--- src/hdl/tor_pkg.sv ---
// shared types and constants for the telnet option refuser
// telnet command codes, parse modes and the parser-to-emitter result struct
// no dependencies
package tor_pkg;

    // telnet command bytes
    localparam logic [7:0] IAC_BYTE = 8'hFF;
    localparam logic [7:0] CMD_WILL = 8'hFB;
    localparam logic [7:0] CMD_DONT = 8'hFE;
    localparam logic [7:0] CMD_DO   = 8'hFD;
    localparam logic [7:0] CMD_WONT = 8'hFC;
    localparam logic [7:0] CMD_SB   = 8'hFA;
    localparam logic [7:0] CMD_SE   = 8'hF0;

    // receive parser modes
    typedef enum logic [2:0] {
        MODE_NORMAL  = 3'd0,
        MODE_IAC     = 3'd1,
        MODE_OPTION  = 3'd2,
        MODE_SKIP    = 3'd3,
        MODE_SKIPIAC = 3'd4
    } mode_t;

    // what one received byte turns into
    typedef enum logic [1:0] {
        RES_NONE  = 2'd0,
        RES_DATA  = 2'd1,
        RES_REPLY = 2'd2
    } res_kind_t;

    // reply words still to send after the leading IAC
    typedef enum logic [1:0] {
        SEQ_IDLE = 2'd0,
        SEQ_OPT  = 2'd1,
        SEQ_CMD  = 2'd2
    } seq_t;

    typedef struct packed {
        res_kind_t  kind;
        logic [7:0] reply_cmd;   // DONT or WONT for a refusal
        logic [7:0] value;       // data byte or option byte
    } result_t;

endpackage

--- src/hdl/tor_rx_if.sv ---
// receive channel: one telnet byte per word
// valid/ready handshake, no dependencies
interface tor_rx_if;
    logic       valid;
    logic       ready;
    logic [7:0] rx_byte;

    modport source (output valid, output rx_byte, input ready);
    modport sink   (input valid, input rx_byte, output ready);
endinterface

--- src/hdl/tor_tx_if.sv ---
// transmit channel: host data byte or partner reply byte per word
// valid/ready handshake, no dependencies
interface tor_tx_if;
    logic       valid;
    logic       ready;
    logic [7:0] out_byte;
    logic       to_partner;
    logic       last;

    modport source (output valid, output out_byte, output to_partner, output last,
                    input ready);
    modport sink   (input valid, input out_byte, input to_partner, input last,
                    output ready);
endinterface

--- src/hdl/telnet_option_refuser.sv ---
// telnet option refuser: data bytes pass to host, WILL/DO are refused
// an accepted byte's first output word appears in the output register in the next cycle
// throughput: one byte per cycle while the output is free; a refusal holds off input until its option word is loaded
// reset: asynchronous, parser returns to normal data mode, output empties
// depends on tor_pkg, tor_rx_if, tor_tx_if, tor_parser, tor_emitter
module telnet_option_refuser (
    input  logic     clk,
    input  logic     rst_n,
    tor_rx_if.sink   rx,
    tor_tx_if.source tx
);

    tor_pkg::result_t res;
    logic             can_take;
    logic             take;

    // input handshake
    assign rx.ready = can_take;
    assign take     = rx.valid && can_take;

    // byte classification and parse state
    tor_parser u_parser (
        .clk     (clk),
        .rst_n   (rst_n),
        .take    (take),
        .rx_byte (rx.rx_byte),
        .res     (res)
    );

    // output register and reply sequencing
    tor_emitter u_emitter (
        .clk      (clk),
        .rst_n    (rst_n),
        .take     (take),
        .res      (res),
        .can_take (can_take),
        .tx       (tx)
    );

endmodule

--- src/hdl/tor_parser.sv ---
// telnet receive parser: mode and held command registers plus byte classifier
// depends on tor_pkg
module tor_parser (
    input  logic                clk,
    input  logic                rst_n,
    input  logic                take,
    input  logic [7:0]          rx_byte,
    output tor_pkg::result_t    res
);

    tor_pkg::mode_t mode_reg;
    tor_pkg::mode_t mode_next;
    logic [7:0]     held_reg;
    logic [7:0]     held_next;

    // next mode and classification of the incoming byte
    always_comb
    begin
        mode_next     = mode_reg;
        held_next     = held_reg;
        res.kind      = tor_pkg::RES_NONE;
        res.reply_cmd = tor_pkg::CMD_DONT;
        res.value     = rx_byte;
        unique case (mode_reg)
            tor_pkg::MODE_IAC:
            begin
                held_next = rx_byte;
                mode_next = tor_pkg::MODE_OPTION;
            end
            tor_pkg::MODE_OPTION:
            begin
                if (held_reg == tor_pkg::CMD_WILL || held_reg == tor_pkg::CMD_DO)
                begin
                    res.kind      = tor_pkg::RES_REPLY;
                    res.reply_cmd = (held_reg == tor_pkg::CMD_WILL) ?
                                    tor_pkg::CMD_DONT : tor_pkg::CMD_WONT;
                    mode_next     = tor_pkg::MODE_NORMAL;
                end
                else if (held_reg == tor_pkg::CMD_SB)
                begin
                    mode_next = tor_pkg::MODE_SKIP;
                end
                else
                begin
                    mode_next = tor_pkg::MODE_NORMAL;
                end
            end
            tor_pkg::MODE_SKIP:
            begin
                if (rx_byte == tor_pkg::IAC_BYTE)
                begin
                    mode_next = tor_pkg::MODE_SKIPIAC;
                end
            end
            tor_pkg::MODE_SKIPIAC:
            begin
                mode_next = (rx_byte == tor_pkg::CMD_SE) ?
                            tor_pkg::MODE_NORMAL : tor_pkg::MODE_SKIP;
            end
            default:
            begin
                if (rx_byte == tor_pkg::IAC_BYTE)
                begin
                    mode_next = tor_pkg::MODE_IAC;
                end
                else
                begin
                    mode_next = tor_pkg::MODE_NORMAL;
                    res.kind  = tor_pkg::RES_DATA;
                end
            end
        endcase
    end

    // parser state, updated per accepted word
    always_ff @(posedge clk or negedge rst_n)
    begin
        if (!rst_n)
        begin
            mode_reg <= tor_pkg::MODE_NORMAL;
            held_reg <= 8'h00;
        end
        else if (take)
        begin
            mode_reg <= mode_next;
            held_reg <= held_next;
        end
    end

    // a refusal only comes from the option byte
    a_reply_from_option: assert property (@(posedge clk) disable iff (!rst_n)
        res.kind == tor_pkg::RES_REPLY |-> mode_reg == tor_pkg::MODE_OPTION)
        else $error("reply produced outside option mode");

    // a command byte after IAC always leads to waiting for the option
    a_iac_to_option: assert property (@(posedge clk) disable iff (!rst_n)
        take && mode_reg == tor_pkg::MODE_IAC |=> mode_reg == tor_pkg::MODE_OPTION)
        else $error("command byte did not move parser to option mode");

endmodule

--- src/hdl/tor_emitter.sv ---
// output register and three-word reply sequencer
// depends on tor_pkg and tor_tx_if
module tor_emitter (
    input  logic                clk,
    input  logic                rst_n,
    input  logic                take,
    input  tor_pkg::result_t    res,
    output logic                can_take,
    tor_tx_if.source            tx
);

    logic         out_valid_reg,  out_valid_next;
    logic [7:0]   out_byte_reg,   out_byte_next;
    logic         out_tp_reg,     out_tp_next;
    logic         out_last_reg,   out_last_next;
    tor_pkg::seq_t seq_reg,       seq_next;
    logic [7:0]   seq_cmd_reg,    seq_cmd_next;
    logic [7:0]   seq_opt_reg,    seq_opt_next;
    logic         slot_free;

    // output slot can be reloaded this cycle
    assign slot_free = !out_valid_reg || tx.ready;
    assign can_take  = (seq_reg == tor_pkg::SEQ_IDLE) && slot_free;

    // next contents of the output slot and reply sequencer
    always_comb
    begin
        out_valid_next = out_valid_reg;
        out_byte_next  = out_byte_reg;
        out_tp_next    = out_tp_reg;
        out_last_next  = out_last_reg;
        seq_next       = seq_reg;
        seq_cmd_next   = seq_cmd_reg;
        seq_opt_next   = seq_opt_reg;
        if (out_valid_reg && tx.ready)
        begin
            out_valid_next = 1'b0;
        end
        if (seq_reg != tor_pkg::SEQ_IDLE)
        begin
            if (slot_free)
            begin
                out_valid_next = 1'b1;
                out_tp_next    = 1'b1;
                if (seq_reg == tor_pkg::SEQ_CMD)
                begin
                    out_byte_next = seq_cmd_reg;
                    out_last_next = 1'b0;
                    seq_next      = tor_pkg::SEQ_OPT;
                end
                else
                begin
                    out_byte_next = seq_opt_reg;
                    out_last_next = 1'b1;
                    seq_next      = tor_pkg::SEQ_IDLE;
                end
            end
        end
        else if (take)
        begin
            case (res.kind)
                tor_pkg::RES_DATA:
                begin
                    out_valid_next = 1'b1;
                    out_byte_next  = res.value;
                    out_tp_next    = 1'b0;
                    out_last_next  = 1'b1;
                end
                tor_pkg::RES_REPLY:
                begin
                    out_valid_next = 1'b1;
                    out_byte_next  = tor_pkg::IAC_BYTE;
                    out_tp_next    = 1'b1;
                    out_last_next  = 1'b0;
                    seq_next       = tor_pkg::SEQ_CMD;
                    seq_cmd_next   = res.reply_cmd;
                    seq_opt_next   = res.value;
                end
                default:
                begin
                end
            endcase
        end
    end

    // control registers
    always_ff @(posedge clk or negedge rst_n)
    begin
        if (!rst_n)
        begin
            out_valid_reg <= 1'b0;
            seq_reg       <= tor_pkg::SEQ_IDLE;
        end
        else
        begin
            out_valid_reg <= out_valid_next;
            seq_reg       <= seq_next;
        end
    end

    // payload registers
    always_ff @(posedge clk)
    begin
        out_byte_reg <= out_byte_next;
        out_tp_reg   <= out_tp_next;
        out_last_reg <= out_last_next;
        seq_cmd_reg  <= seq_cmd_next;
        seq_opt_reg  <= seq_opt_next;
    end

    assign tx.valid      = out_valid_reg;
    assign tx.out_byte   = out_byte_reg;
    assign tx.to_partner = out_tp_reg;
    assign tx.last       = out_last_reg;

    // with the command word pending, the slot holds the leading IAC
    a_seq_cmd_slot: assert property (@(posedge clk) disable iff (!rst_n)
        seq_reg == tor_pkg::SEQ_CMD |->
            out_valid_reg && out_tp_reg && !out_last_reg && out_byte_reg == tor_pkg::IAC_BYTE)
        else $error("reply sequence lost its IAC word");

    // with only the option pending, the slot holds a non-final reply word
    a_seq_opt_slot: assert property (@(posedge clk) disable iff (!rst_n)
        seq_reg == tor_pkg::SEQ_OPT |-> out_valid_reg && out_tp_reg && !out_last_reg)
        else $error("reply sequence lost its command word");

    // host data is always a single final word
    a_data_last: assert property (@(posedge clk) disable iff (!rst_n)
        out_valid_reg && !out_tp_reg |-> out_last_reg)
        else $error("host data word without last");

endmodule
--- src/flat_wrapper.sv ---
// flat-port wrapper written by rule: the top's interface ports become plain ports
module telnet_option_refuser_flat 
  (clk, rst_n, rx_valid, rx_rx_byte, rx_ready, tx_valid, tx_out_byte, tx_to_partner, tx_last, tx_ready);
  tor_rx_if rx_i ();
  tor_tx_if tx_i ();
  input  logic clk;
  input  logic rst_n;
  input wire logic [$bits(rx_i.valid)-1:0] rx_valid;
  input wire logic [$bits(rx_i.rx_byte)-1:0] rx_rx_byte;
  output wire logic [$bits(rx_i.ready)-1:0] rx_ready;
  output wire logic [$bits(tx_i.valid)-1:0] tx_valid;
  output wire logic [$bits(tx_i.out_byte)-1:0] tx_out_byte;
  output wire logic [$bits(tx_i.to_partner)-1:0] tx_to_partner;
  output wire logic [$bits(tx_i.last)-1:0] tx_last;
  input wire logic [$bits(tx_i.ready)-1:0] tx_ready;
  assign rx_i.valid = rx_valid;
  assign rx_i.rx_byte = rx_rx_byte;
  assign rx_ready = rx_i.ready;
  assign tx_valid = tx_i.valid;
  assign tx_out_byte = tx_i.out_byte;
  assign tx_to_partner = tx_i.to_partner;
  assign tx_last = tx_i.last;
  assign tx_i.ready = tx_ready;
  telnet_option_refuser u_core (.clk(clk), .rst_n(rst_n), .rx(rx_i), .tx(tx_i));
endmodule
--- config.mk ---
export PLATFORM = sky130hd
export DESIGN_NAME = telnet_option_refuser_flat
export DESIGN_NICKNAME = d
export VERILOG_FILES = /design/src/hdl/tor_pkg.sv /design/src/hdl/tor_rx_if.sv /design/src/hdl/tor_tx_if.sv /design/src/hdl/telnet_option_refuser.sv /design/src/hdl/tor_parser.sv /design/src/hdl/tor_emitter.sv /design/src/flat_wrapper.sv
export SDC_FILE = /design/constraint.sdc
export NUM_CORES = 1
export LEC_CHECK = 0
export BUFFER_PORTS_ARGS = -buffer_cell sky130_fd_sc_hd__buf_4
export CAP_MARGIN = 20
export CORE_MARGIN = 1.5
export CORE_UTILIZATION = 50
export CTS_CLUSTER_DIAMETER = 80
export CTS_CLUSTER_SIZE = 28
export DETAILED_ROUTE_END_ITERATION = 6
export GPL_TIMING_DRIVEN = 0
export PLACE_DENSITY = 0.82
export SLEW_MARGIN = 10
export SYNTH_ARGS = -nofsm -noshare
export SYNTH_HDL_FRONTEND = slang
export SYNTH_SLANG_ARGS = --single-unit
--- constraint.sdc ---
create_clock -name clk -period 2 [get_ports clk]
set_input_delay 0 -clock clk [delete_from_list [all_inputs] [get_ports clk]]
set_output_delay 0 -clock clk [all_outputs]
set_load 0.01 [all_outputs]
==> results.ini <==
[outcome]
outcome=finished, final reports clean

[synthesis]
synthesis.area_sq_um=1550
synth.most_common_cell=edfxtp_1
synth_area_per_cell_sq_um=13.3
syn_nets=128
synthArstFlopShare_pct=42.4
yosysWarningCount=0
synth_ff_type=edfxtp_1
synth_top_area_share_pct=36.9
seq_area_frac_synth_pct=59.5
yosys.area.top_type=edfxtp_1
synth_edf_count=19
yosysUniqueCellTypes=38
synth_area_leaders=edfxtp_1, dfrtp_1, mux2_4
yosys-top-cells-count=edfxtp_1, dfrtp_1, nand2_1
ys_seq_elements=33
synth_cells=116

[critical_path]
worstPathArrival_ns=2.01
r2r_end=u_core.u_emitter.tx.last$_DFFE_PP_
crit_fanout=10
cp_data_required_time_ns=2.08
crit_slowest_cell=dfrtp_1
slowest_delay_ns=0.49
path_class=reg -> reg
start_kind=flop
reg2reg_from=u_core.u_parser.mode_reg[0]$_DFFE_PN0P_
crit_chain=nand4b_1, nor4b_4, buf_4, o21ai_2, a21oi_4, buf_12
reg2regPathDepth=6
setup.worst_path.end_class=flop
rrSetupSlack_ns=0.07

[route]
ant_nets=0
avgViaCountPerCell=5.74
vias=1108
drt_wl_total_um=3000
drc=0
drt-pass1-iter-count=4
wl_per_cell_um=15.6
drt_iter0_markers=24

[sta]
slew_headroom_pct=69.2
maxSlewViolCount=0
tightest_slew_ns=0.461
timing_hold_violations_final=0
fmax_ghz=0.518
rsz0062_at_grt=false
min_period_over_period_pct=96.6
fin_crit_ns=1.93
worst_slack_ns=0.0678
final-setup-viol-count=0
skew_ns=0.00812

[floorplanning]
core_sq_um=3000
initial_core_util_pct=51.5
fp.dieH_um=58.6
die_w_um=58.6
die_area_sq_um=3440
io_pins=24
num_rows=20

[clocking]
clk_latency_ns=0.35
clk_pin_slew_worst_paths_ns=0.11
clock_sinks=33
cts_tree=yes
cts_buffers=5
htreeDepth=2
cts.path.max_buffers=2
root_buffer=clkbuf_4

[pwr]
ir_drop_mv=0.579
power_mw=1.55
p_per_area_nw_per_um2=786
leakage_nw=0.849

[placed_design]
portBuffers=23
globalplace.congestion=0.824
hpwl_um=2010
pre_cts_ws_ns=-0.252

[final_layout]
final_nets=171
diodes=0
fillers=223
area.growth.synth_to_final_pct=27.3
layout-drive-gt1-share_pct=33.1

[grt]
overflow=0
antenna_found_initial=0
grt_pass1_wl_um=5000
grt_util_all_layers_pct=20.2
grt_pass1_vias=1075
grt_max_degree=15

[hold_path]
hold_class=in -> async

[flow_run]
drv_cap=0

[layer usage]
metal | share of wire, % | vias to the layer above | GRT usage (%)
met1 | 41 | 528 | 24.5
li1 | - | 522 | -
met4 | 3.1 | 0 | 11.7
met2 | 50 | 45 | 30.8
met5 | 0 | - | 0
met3 | 6.1 | 13 | 7.69
[worst max-delay path, delay by kind of cell (launching register included)]
kind / cells / cell delay [ns]
compound gates: 2 / 0.24
buf+inv: 2 / 0.32
simple gates: 2 / 0.61
flops: 1 / 0.49
[worst max-delay path by stage]
| stage | slack (ns) | end | start | cells past startpoint |
|---|---|---|---|---|
| after floorplan | 0.03 | u_core.u_emitter.tx.last$_DFFE_PP_ | u_core.u_parser.mode_reg[0]$_DFFE_PN0P_ | 4 |
| after global placement | -0.21 | u_core.u_emitter.tx.out_byte[4]$_DFFE_PP_ | u_core.u_parser.mode_reg[0]$_DFFE_PN0P_ | 4 |
| after detailed placement | -0.25 | u_core.u_emitter.tx.out_byte[5]$_DFFE_PP_ | u_core.u_parser.mode_reg[0]$_DFFE_PN0P_ | 4 |
| after CTS | 0.01 | u_core.u_emitter.tx.out_byte[1]$_DFFE_PP_ | u_core.u_parser.mode_reg[2]$_DFFE_PN0P_ | 6 |
| after global routing | 0.006 | u_core.u_emitter.tx.last$_DFFE_PP_ | u_core.u_parser.mode_reg[0]$_DFFE_PN0P_ | 6 |
| final | 0.07 | u_core.u_emitter.tx.last$_DFFE_PP_ | u_core.u_parser.mode_reg[0]$_DFFE_PN0P_ | 6 |
[final cells by class]
type	count	area, sq um	area share [%]
clock inverter	3	17.5	0.889
clock buffer	5	37.5	1.90
timing repair buffer	36	310	15.7
tap	33	41.3	2.10
sequential	33	921	46.7
multi-input combinational	72	588	29.8
buffer	5	32.5	1.65
inverter	6	22.5	1.14
[cells in the final DEF, fill, tap and decap left out, types with 3 or more instances in the layout]
cell           instances
buf_4                 25
dfrtp_1               14
a2bb2oi_1              6
nand2b_1               5
clkbuf_4               5
mux2_4                 8
nor2_1                 3
dlygate4sd3_1         11
inv_1                  6
o21ai_0                3
edfxtp_1              19
nand2_1               10
[power by group]
part / leakage, nW / internal (mW) / switching [mW] / total (mW)
combinational: 0.470 / 0.192 / 0.108 / 0.300
clock: 0.0310 / 0.132 / 0.239 / 0.372
sequential: 0.348 / 0.814 / 0.0634 / 0.877
[timing repair]
item                                   in CTS  in global routing
setup endpoints to repair                  19                 24
setup buffers                               1                  1
pin swaps                                   2                  1
endpoints found under the hold margin      32                  0
resized for setup                           4                  0
hold buffers                               11                  0
[cell families after synthesis]
| group | count (synthesis) | share of synthesized area, % |
|---|---|---|
| buffers and inverters | 11 | 3.56 |
| AOI/OAI and AO/OA | 22 | 11.1 |
| DFF | 33 | 59.5 |
| and+or+nand+nor | 41 | 17.5 |
| xor gates and xnor gates | 1 | 0.566 |
| muxes | 8 | 7.76 |
[per-stage QoR]
step	hold slack, ns	std cells	area (sq um)	utilization, %	setup TNS (ns)
floorplan	-0.296	116	1550	-	0
global placement	-0.145	172	1770	58.8	-2.05
detailed placement	-0.140	172	1770	58.8	-2.63
CTS	0.0231	192	1960	65.4	0
global route	0.0268	193	1970	65.6	0
finish	0.0231	193	1970	65.6	0
Note: power is estimated with default switching activity, not from simulation.
